$ cat src/sv/vdi_pkg.sv
`default_nettype none
// ----------------------------------------------------------------------------
// Vertex deduplication indexer package
// Shared constants and the control word that travels along the cell chain.
// ----------------------------------------------------------------------------
package vdi_pkg;

	localparam int VDI_TABLE_DEPTH = 1024;
	localparam int VDI_WORD_W      = 32;
	localparam int VDI_VTX_W       = 8 * VDI_WORD_W;
	localparam int VDI_INDEX_W     = 10;

	typedef struct packed {
		logic valid;
		logic clear;
		logic found;
		logic is_new;
	} vdi_ctl_t;

endpackage
`default_nettype wire

$ cat src/sv/vdi_cell.sv
`default_nettype none
// ----------------------------------------------------------------------------
// Vertex deduplication cell
// Holds one table entry, compares a passing request against it, claims the
// entry for a new vertex, clears it at mesh start and registers the request.
// ----------------------------------------------------------------------------
module vdi_cell #(
	parameter int TABLE_DEPTH = vdi_pkg::VDI_TABLE_DEPTH,
	parameter int CELL_IDX    = 0
) (
	input  wire logic                               clk,
	input  wire logic                               arst_n,
	input  wire logic                               advance,
	input  wire vdi_pkg::vdi_ctl_t                  in_ctl,
	input  wire logic [$clog2(TABLE_DEPTH)-1:0]     in_idx,
	input  wire logic [vdi_pkg::VDI_VTX_W-1:0]      in_vtx,
	output vdi_pkg::vdi_ctl_t                       out_ctl,
	output logic [$clog2(TABLE_DEPTH)-1:0]          out_idx,
	output logic [vdi_pkg::VDI_VTX_W-1:0]           out_vtx
);
	import vdi_pkg::*;

	localparam int IDX_W = $clog2(TABLE_DEPTH);
	localparam logic [IDX_W-1:0] MY_IDX = IDX_W'(CELL_IDX);

	logic [VDI_VTX_W-1:0] entry_q;
	logic                 entry_valid_q;
	logic                 live;
	logic                 hit;
	logic                 claim;
	vdi_ctl_t             ctl_nxt;
	logic [IDX_W-1:0]     idx_nxt;
	vdi_ctl_t             ctl_q;
	logic [IDX_W-1:0]     idx_q;
	logic [VDI_VTX_W-1:0] vtx_q;

	// A request carrying the mesh-start flag sees the entry as already empty.
	always_comb begin
		live    = entry_valid_q && !in_ctl.clear;
		hit     = in_ctl.valid && !in_ctl.found && live && (entry_q == in_vtx);
		claim   = in_ctl.valid && !in_ctl.found && !live;
		ctl_nxt = in_ctl;
		idx_nxt = in_idx;
		if (hit || claim) begin
			ctl_nxt.found  = 1'b1;
			ctl_nxt.is_new = claim;
			idx_nxt        = MY_IDX;
		end
	end

	always_ff @(posedge clk or negedge arst_n) begin
		if (!arst_n) begin
			entry_valid_q <= 1'b0;
			ctl_q.valid   <= 1'b0;
			ctl_q.clear   <= 1'b0;
			ctl_q.found   <= 1'b0;
			ctl_q.is_new  <= 1'b0;
		end else if (advance) begin
			ctl_q <= ctl_nxt;
			if (claim) begin
				entry_valid_q <= 1'b1;
			end else if (in_ctl.valid && in_ctl.clear) begin
				entry_valid_q <= 1'b0;
			end
		end
	end

	always_ff @(posedge clk) begin
		if (advance) begin
			idx_q <= idx_nxt;
			vtx_q <= in_vtx;
			if (claim) begin
				entry_q <= in_vtx;
			end
		end
	end

	assign out_ctl = ctl_q;
	assign out_idx = idx_q;
	assign out_vtx = vtx_q;

endmodule
`default_nettype wire
$ cat config.mk
export PLATFORM = sky130hd
export DESIGN_NAME = vdi_cell
export DESIGN_NICKNAME = d
export VERILOG_FILES = /design/src/sv/vdi_pkg.sv /design/src/sv/vdi_cell.sv
export SDC_FILE = /design/constraint.sdc
export NUM_CORES = 1
export LEC_CHECK = 0
export BUFFER_PORTS_ARGS = -buffer_cell sky130_fd_sc_hd__buf_2
export CELL_PAD_IN_SITES_DETAIL_PLACEMENT = 1
export CELL_PAD_IN_SITES_GLOBAL_PLACEMENT = 1
export CORE_ASPECT_RATIO = 1.4
export CORE_UTILIZATION = 40
export DETAILED_ROUTE_END_ITERATION = 16
export MAX_ROUTING_LAYER = met4
export PLACE_DENSITY = 0.82
export SLEW_MARGIN = 15
export SYNTH_ARGS = -nofsm -noshare
export SYNTH_HDL_FRONTEND = slang
export SYNTH_SLANG_ARGS = --single-unit
$ cat constraint.sdc
create_clock -name clk -period 19.1 [get_ports clk]
set_input_delay 1.91 -clock clk [delete_from_list [all_inputs] [get_ports clk]]
set_output_delay 1.91 -clock clk [all_outputs]
set_load 0.01 [all_outputs]
==> results of run 1 <==
-- cells in the final DEF (no fill, tap or decap), types with 3 or more instances in the layout --
cell        instances
buf_2             541
edfxtp_1          522
xnor2_1           149
inv_1              60
clkbuf_16          53
nand2b_1           48
nand4_1            43
nor2b_1            34
nor4_1             26
xor2_1             22
o22ai_1            17
o2111ai_1          16
diode_2            11
a2111o_1           10
and2_1             10
clkbuf_1            7
clkinv_1            7
bufinv_16           6
clkinv_2            6
buf_4               6
clkinv_4            5
dfrtp_1             5
clkinvlp_4          4
a22o_1              3
nand2_1             3
a21oi_1             3
o21ai_0             3
inv_6               3
-- layer usage --
layer  track usage (%)  vias to the layer above
met5                 -                        -
met4              10.5                        0
met3              4.06                      120
met2              41.3                      427
met1              24.5                     5677
li1                  -                     5046
-- report_power, final --
part / leakage [nW] / total (W) / switching [W] / internal [W]
combinational: 3.28 / 0.000208 / 0.000129 / 0.0000785
sequential: 5.00 / 0.00136 / 0.0000209 / 0.00134
clock: 0.815 / 0.00102 / 0.000435 / 0.000590
-- area by class of cell --
class,count,area [um^2],share of cell area [%]
Timing Repair Buffer,548,2770,11.3
Clock inverter,31,337,1.38
Antenna cell,11,27.5,0.113
Inverter,60,225,0.922
Clock buffer,60,1350,5.54
Sequential cell,527,15800,64.7
Tap cell,624,781,3.20
Multi-Input combinational cell,410,3140,12.8
-- registers in the layout (all words and copies together) (netlist names) --
name / count
out_ctl: 4
entry_valid_q: 1
out_idx: 10
out_vtx: 256
entry_q: 256
-- cells by family (layout without fill, tap and decap cells) --
family                 count (synthesis)  after routing
flip-flops                           527            527
other                                  0             11
multiplexers                           1              1
XOR/XNOR                             171            171
AND/OR/NAND/NOR                      171            171
AO/OA/AOI/OAI                         67             67
buffers and inverters                 61            699
-- through the flow --
| stage | area, um^2 | setup WS (ps) |
|---|---|---|
| final | 24400 | 14260 |
| after global routing | 24400 | 14060 |
| after detailed placement | 22700 | 13710 |
| after floorplan | 19200 | 10300 |
| after global placement | 22700 | 13800 |
| after CTS | 24400 | 14310 |
-- worst reg2reg max path, delay by kind of cell, from the launching register on --
kind	cells	cell delay, ps
AOI/OAI and AO/OA	1	370
and+or+nand+nor	1	630
DFF	1	390
buffers and inverters	2	1690
-- worst min-delay path by stage --
stage	depth (start not counted)	slack, ps	to	startpoint
after floorplan	2	460	entry_valid_q$_DFFE_PN0P_	entry_valid_q$_DFFE_PN0P_
after global placement	1	490	out_ctl[2]$_DFFE_PN0P_	out_ctl[2]$_DFFE_PN0P_
after detailed placement	1	500	out_ctl[2]$_DFFE_PN0P_	out_ctl[2]$_DFFE_PN0P_
after CTS	1	520	out_ctl[2]$_DFFE_PN0P_	out_ctl[2]$_DFFE_PN0P_
after global routing	1	550	out_ctl[2]$_DFFE_PN0P_	out_ctl[2]$_DFFE_PN0P_
final	1	510	out_ctl[2]$_DFFE_PN0P_	out_ctl[2]$_DFFE_PN0P_
==> impl_metrics.xml, run 1 <==
<?xml version="1.0" encoding="UTF-8"?>
<metrics>
  <group name="finish">
    <metric name="fraction_of_layout_instances_using_a_drive_strength_above_1" unit="%">38.4</metric>
    <metric name="synthToLayoutAreaGrowth" unit="%">27.4</metric>
    <metric name="nets" unit="">1870</metric>
    <metric name="layout.filler_cells" unit="">4609</metric>
    <metric name="final_core_util" unit="%">51.8</metric>
    <metric name="finalNonFillerCells" unit="">2271</metric>
  </group>
  <group name="logic_synthesis">
    <metric name="yosysWarningCount" unit="">0</metric>
    <metric name="post_synth_inst_count" unit="">998</metric>
    <metric name="synth_cell_type_count" unit="">34</metric>
    <metric name="synthTopCellsByArea" unit="">edfxtp_1 (82%), xnor2_1 (6.8%), nand2b_1 (1.6%)</metric>
    <metric name="synth_compound_area_share" unit="%">2.91</metric>
    <metric name="most_common_cell_in_the_netlist" unit="">edfxtp_1</metric>
    <metric name="synthesis.nets" unit="">1271</metric>
    <metric name="synthAdderAreaFrac" unit="%">0</metric>
    <metric name="synth-edff-count" unit="">522</metric>
    <metric name="combinational_family_with_the_most_area_after_synthesis" unit="">XOR/XNOR gates</metric>
    <metric name="post_synth_and_or_nand_nor_area_fraction" unit="%">5.57</metric>
    <metric name="synth.cell_area" unit="um^2">19200</metric>
    <metric name="yosys-mux-area-fraction" unit="%">0.0587</metric>
    <metric name="yosys.area_share.xor_xnor" unit="%">7.81</metric>
    <metric name="ys_async_sr_fraction" unit="%">0.949</metric>
    <metric name="synth.top_cells.by_count" unit="">edfxtp_1 (522), xnor2_1 (149), inv_1 (60), nand2b_1 (48), nand4_1 (43)</metric>
    <metric name="synth_area_leader_cell" unit="">edfxtp_1</metric>
    <metric name="post_synth.cell_area_avg" unit="um^2">19.2</metric>
    <metric name="postSynth.topFlopCell" unit="">edfxtp_1</metric>
    <metric name="area_share_of_the_largest_cell_type_after_synthesis" unit="%">81.8</metric>
    <metric name="yosys_register_bits" unit="">527</metric>
    <metric name="synth_seq_area_share" unit="%">82.4</metric>
  </group>
  <group name="sta">
    <metric name="achievable-frequency" unit="MHz">206</metric>
    <metric name="minimum_hold_slack" unit="ps">511</metric>
    <metric name="fin_crit_sh" unit="%">25.4</metric>
    <metric name="finalSetupViolCount" unit="">0</metric>
    <metric name="hold_viol" unit="">0</metric>
    <metric name="final-max-slew-violation-count" unit="">0</metric>
    <metric name="fin_worst_skew" unit="ps">21.3</metric>
    <metric name="grt_setup_unrepaired" unit="">false</metric>
    <metric name="worst_pin_slew" unit="ps">1050</metric>
    <metric name="fin_tns_setup" unit="ps">0</metric>
    <metric name="worst_slew_margin_rel" unit="%">29.9</metric>
    <metric name="layout_min_cycle_time" unit="ps">4840</metric>
  </group>
  <group name="placed_design">
    <metric name="placed_cells" unit="">2169</metric>
    <metric name="post-dp-hpwl" unit="mm">42.2</metric>
    <metric name="port_buffers" unit="">542</metric>
    <metric name="place.gp.congestion" unit="">0.845</metric>
  </group>
  <group name="floorplan">
    <metric name="chipHeight" unit="um">261</metric>
    <metric name="initial_core_util" unit="%">40.6</metric>
    <metric name="floorplan.die.width" unit="um">187</metric>
    <metric name="fp.dieArea" unit="um^2">48800</metric>
    <metric name="fp-row-count" unit="">94</metric>
    <metric name="ioPinCount" unit="">543</metric>
    <metric name="core-area" unit="um^2">47200</metric>
  </group>
  <group name="setup_path">
    <metric name="element_type_at_the_critical_path_end" unit="">flop</metric>
    <metric name="worst_path_largest_cell_delay" unit="ps">870</metric>
    <metric name="worstSetupStartpointType" unit="">primary input</metric>
    <metric name="crit_path_max_fanout" unit="">71</metric>
    <metric name="timing.reg2reg.worst_path_depth" unit="">4</metric>
    <metric name="critical_path_cell_count" unit="">6</metric>
    <metric name="worst_setup_path_endpoint" unit="">entry_q[128]$_DFFE_PP_</metric>
    <metric name="crit_family" unit="">buffers and inverters</metric>
    <metric name="cp_common_cell" unit="">buf_4</metric>
    <metric name="path_cells" unit="">buf_2, nor2b_1, a21boi_0, and2_4, buf_4, buf_4</metric>
    <metric name="worstPathBufferInverterCount" unit="">3</metric>
    <metric name="criticalPathCategory" unit="">in2reg</metric>
    <metric name="worstReg2RegEnd" unit="">entry_q[128]$_DFFE_PP_</metric>
    <metric name="cp_slowest_cell" unit="">buf_4</metric>
    <metric name="cp-startpoint" unit="">in_ctl[1]</metric>
    <metric name="worst-endpoint-required" unit="ps">19280</metric>
    <metric name="worst_ep_arrival_time" unit="ps">5020</metric>
    <metric name="reg2reg_from" unit="">entry_valid_q$_DFFE_PN0P_</metric>
    <metric name="r2r_slack" unit="ps">15580</metric>
  </group>
  <group name="clock_tree">
    <metric name="setup_buffers_after_cts" unit="">0</metric>
    <metric name="numCtsBuffers" unit="">50</metric>
    <metric name="cts-resized-gates" unit="">0</metric>
    <metric name="cts.reportedPaths.clkPinSlew" unit="ps">60</metric>
    <metric name="hold_bufs_inserted_after_cts" unit="">0</metric>
    <metric name="worst_skew_pair.late_latency" unit="ps">570</metric>
    <metric name="numClockSinks" unit="">527</metric>
    <metric name="cts_tree" unit="">built</metric>
    <metric name="cts_htree_levels" unit="">2</metric>
    <metric name="clockRootBuffer" unit="">clkbuf_16</metric>
    <metric name="cts_buffer_depth" unit="">3</metric>
  </group>
  <group name="grt">
    <metric name="grt_pass1_wl" unit="mm">79.0</metric>
    <metric name="globalRoute.totalOverflow" unit="">0</metric>
    <metric name="antenna_violations_before_repair" unit="">12</metric>
    <metric name="groute.usage.overall" unit="%">22.9</metric>
    <metric name="vias_in_the_first_global_route" unit="">12376</metric>
    <metric name="grt_max_degree" unit="">80</metric>
  </group>
  <group name="run_status">
    <metric name="outcome" unit="">finished, final reports clean</metric>
  </group>
  <group name="power">
    <metric name="vdd_drop_max" unit="uV">109</metric>
    <metric name="post-layout-total-power" unit="W">0.00260</metric>
    <metric name="power.leakage" unit="nW">9.10</metric>
    <metric name="p_per_cell_area" unit="nW/um^2">106</metric>
  </group>
  <group name="route">
    <metric name="routed_wl" unit="mm">55.8</metric>
    <metric name="average_routed_wire_per_standard_cell" unit="um">24.6</metric>
    <metric name="drc" unit="">0</metric>
    <metric name="ant_nets" unit="">0</metric>
    <metric name="met2_length" unit="mm">30.6</metric>
    <metric name="ratio_of_routed_vias_to_standard_cells" unit="">4.96</metric>
    <metric name="highest_layer" unit="">met4</metric>
    <metric name="detailroute.via_count" unit="">11270</metric>
    <metric name="wire_length_on_met3" unit="mm">2.69</metric>
    <metric name="met1_length" unit="mm">20.2</metric>
    <metric name="detailedRoute.firstPassIterationCount" unit="">5</metric>
    <metric name="detail_route.iter0.violations" unit="">719</metric>
  </group>
  <group name="flow_run">
    <metric name="timing.max_cap.violations" unit="">0</metric>
  </group>
  <group name="worst_hold_path">
    <metric name="timing.hold.worst.class" unit="">reg2reg</metric>
  </group>
</metrics>
Note: power is estimated with default switching activity, not from simulation.
==> run 2: changes to the inputs <==
clock period = 4.6 ns   (was 19.1 ns; I/O delays follow)
==> run 2 against run 1 <==
Clock power rose to 4.2 times the previous value. Global-route usage rose by 0.35 points. Cell area barely moved. Critical endpoint is now out_idx[2]$_SDFFCE_PP0P_. Die area did not move. Worst setup slack got worse by 13000 ps. Core utilization barely moved. Critical path depth rose by 1. Highest routed layer unchanged. Register-to-register slack got worse by 14000 ps. Total power rose to 4.1 times the previous value. Wire length rose by 1.6%.
==> impl_metrics.xml, run 2 (synthesis gave the netlist of run 1 again) <==
<?xml version="1.0" encoding="UTF-8"?>
<metrics>
  <group name="sta">
    <metric name="worst_slew_margin_rel" unit="%">30.3</metric>
    <metric name="final-max-slew-violation-count" unit="">0</metric>
    <metric name="worst_pin_slew" unit="ps">1040</metric>
    <metric name="fin_tns_setup" unit="ps">0</metric>
    <metric name="fin_crit_sh" unit="%">63.7</metric>
    <metric name="layout_min_cycle_time" unit="ps">2930</metric>
    <metric name="hold_viol" unit="">0</metric>
    <metric name="grt_setup_unrepaired" unit="">false</metric>
    <metric name="fin_worst_skew" unit="ps">12.4</metric>
    <metric name="finalSetupViolCount" unit="">0</metric>
    <metric name="achievable-frequency" unit="MHz">341</metric>
    <metric name="fin_ws" unit="ps">1670</metric>
  </group>
  <group name="grt">
    <metric name="globalRoute.totalOverflow" unit="">0</metric>
    <metric name="grt_max_degree" unit="">157</metric>
    <metric name="antenna_violations_before_repair" unit="">8</metric>
    <metric name="groute.usage.overall" unit="%">23.3</metric>
    <metric name="grt_pass1_wl" unit="mm">80.2</metric>
    <metric name="vias_in_the_first_global_route" unit="">12166</metric>
  </group>
  <group name="clock_tree">
    <metric name="cts_buffer_depth" unit="">3</metric>
    <metric name="cts-resized-gates" unit="">0</metric>
    <metric name="cts_htree_levels" unit="">2</metric>
    <metric name="numCtsBuffers" unit="">49</metric>
    <metric name="cts_tree" unit="">built</metric>
    <metric name="worst_skew_pair.late_latency" unit="ps">560</metric>
    <metric name="setup_buffers_after_cts" unit="">0</metric>
    <metric name="numClockSinks" unit="">527</metric>
    <metric name="clockRootBuffer" unit="">clkbuf_16</metric>
    <metric name="cts.reportedPaths.clkPinSlew" unit="ps">60</metric>
  </group>
  <group name="route">
    <metric name="highest_layer" unit="">met4</metric>
    <metric name="ant_nets" unit="">0</metric>
    <metric name="detail_route.iter0.violations" unit="">638</metric>
    <metric name="average_routed_wire_per_standard_cell" unit="um">25.1</metric>
    <metric name="met1_length" unit="mm">21.0</metric>
    <metric name="routed_wl" unit="mm">56.7</metric>
    <metric name="drc" unit="">0</metric>
    <metric name="met2_length" unit="mm">31.0</metric>
    <metric name="detailedRoute.firstPassIterationCount" unit="">5</metric>
    <metric name="wire_length_on_met3" unit="mm">2.55</metric>
    <metric name="detailroute.via_count" unit="">11335</metric>
    <metric name="ratio_of_routed_vias_to_standard_cells" unit="">5.01</metric>
  </group>
  <group name="floorplan">
    <metric name="initial_core_util" unit="%">40.6</metric>
    <metric name="ioPinCount" unit="">543</metric>
    <metric name="fp-row-count" unit="">94</metric>
    <metric name="fp.dieArea" unit="um^2">48800</metric>
    <metric name="chipHeight" unit="um">261</metric>
    <metric name="core-area" unit="um^2">47200</metric>
    <metric name="floorplan.die.width" unit="um">187</metric>
  </group>
  <group name="finish">
    <metric name="synthToLayoutAreaGrowth" unit="%">27.3</metric>
    <metric name="layout.cells.most_common" unit="">buf_2</metric>
    <metric name="fraction_of_layout_instances_using_a_drive_strength_above_1" unit="%">38.3</metric>
    <metric name="nets" unit="">1869</metric>
    <metric name="design_area" unit="um^2">24400</metric>
    <metric name="mostFrequentLayoutCells" unit="">buf_2 (541), edfxtp_1 (522), xnor2_1 (149)</metric>
    <metric name="final_core_util" unit="%">51.8</metric>
  </group>
  <group name="setup_path">
    <metric name="worst-endpoint-required" unit="ps">4900</metric>
    <metric name="crit_path_max_fanout" unit="">11</metric>
    <metric name="timing.reg2reg.worst_path_depth" unit="">7</metric>
    <metric name="worstSetupStartpointType" unit="">flop</metric>
    <metric name="path_cells" unit="">xnor2_1, nand4_1, nor4_1, nand4_1, nor4_1, a21oi_1, and2_1</metric>
    <metric name="cp_slowest_cell" unit="">nor4_1</metric>
    <metric name="worst_path_largest_cell_delay" unit="ps">550</metric>
    <metric name="r2r_slack" unit="ps">1670</metric>
    <metric name="element_type_at_the_critical_path_end" unit="">flop</metric>
    <metric name="worst_setup_path_endpoint" unit="">out_idx[2]$_SDFFCE_PP0P_</metric>
    <metric name="reg2reg_from" unit="">entry_q[104]$_DFFE_PP_</metric>
    <metric name="worstReg2RegEnd" unit="">out_idx[2]$_SDFFCE_PP0P_</metric>
    <metric name="worst_ep_arrival_time" unit="ps">3220</metric>
    <metric name="cp-startpoint" unit="">entry_q[104]$_DFFE_PP_</metric>
    <metric name="criticalPathCategory" unit="">reg2reg</metric>
  </group>
  <group name="worst_hold_path">
    <metric name="timing.hold.worst.class" unit="">in2reg</metric>
  </group>
  <group name="placed_design">
    <metric name="port_buffers" unit="">542</metric>
    <metric name="post-dp-hpwl" unit="mm">42.2</metric>
    <metric name="post-place-ws" unit="ps">1350</metric>
    <metric name="place.gp.congestion" unit="">0.877</metric>
    <metric name="detailed_place.area" unit="um^2">22700</metric>
  </group>
  <group name="flow_run">
    <metric name="timing.max_cap.violations" unit="">0</metric>
  </group>
  <group name="power">
    <metric name="vdd_drop_max" unit="uV">342</metric>
    <metric name="power.leakage" unit="nW">9.08</metric>
    <metric name="p_per_cell_area" unit="nW/um^2">441</metric>
  </group>
  <group name="run_status">
    <metric name="outcome" unit="">finished, final reports clean</metric>
  </group>
</metrics>
-- run 2: cell count changes in the layout (fill, tap and decap cells not counted), sizes merged --
cell | previous run | this run
clkbuf | 60 | 53
bufinv | 6 | 9
clkinvlp | 4 | 7
diode | 11 | 8
clkinv | 18 | 16
inv | 63 | 61
buf | 548 | 547
dlygate4sd3 | 0 | 1
-- run 2: per-layer routing --
metal | global-route usage [%] | vias to the layer above
met3 | 3.79 | 131
met2 | 41.8 | 425
li1 | - | 5030
met4 | 9.45 | 0
met1 | 25.7 | 5749
met5 | - | -
-- run 2: worst min-delay path by stage --
stage | from | end | slack, ps | cells past startpoint
floorplan | arst_n | entry_valid_q$_DFFE_PN0P_ | 160 | 0
detailed placement | arst_n | out_ctl[2]$_DFFE_PN0P_ | 320 | 1
finish | in_vtx[128] | out_vtx[128]$_DFFE_PP_ | 110 | 1
global placement | arst_n | out_ctl[2]$_DFFE_PN0P_ | 310 | 1
global route | in_vtx[128] | out_vtx[128]$_DFFE_PP_ | 90 | 1
CTS | in_vtx[128] | out_vtx[128]$_DFFE_PP_ | 80 | 1
-- run 2: layout make-up --
cell class                 count  area [um^2]
clock buffer                  53         1240
sequential                   527        15800
multi-input combinational    410         3140
antenna                        8         20.0
timing repair buffer         548         2810
inverter                      60          225
clock inverter                33          400
fill                        4613        22800
tap                          624          781
-- run 2: power by group --
| part | internal, W | total [W] | switching, W | leakage [nW] |
|---|---|---|---|---|
| clock network | 0.00245 | 0.00424 | 0.00179 | 0.783 |
| logic | 0.000329 | 0.000867 | 0.000538 | 3.29 |
| registers | 0.00558 | 0.00567 | 0.0000884 | 5.00 |
| total | 0.00836 | 0.0108 | 0.00241 | 9.08 |
-- run 2: through the flow --
stage | hold WS, ps | std cells | power [W]
after floorplan | 164 | 998 | 0.00606
after global placement | 309 | 2168 | 0.00659
after detailed placement | 320 | 2168 | 0.00664
after CTS | 77.8 | 2255 | 0.0109
after global routing | 86.8 | 2263 | 0.0111
final | 110 | 2263 | 0.0108
-- run 2: critical path, delay by kind of cell, from the launching register on --
| family | cells | cell delay (ps) |
|---|---|---|
| AND/OR/NAND/NOR | 5 | 1670 |
| flip-flops | 1 | 400 |
| XOR/XNOR | 1 | 220 |
| AO/OA/AOI/OAI | 1 | 370 |
-- run 2: timing repair --
item / in CTS / in global routing
hold buffers: 1 / 0
hold endpoints to repair: 5 / 0
setup endpoints to repair: 0 / 0
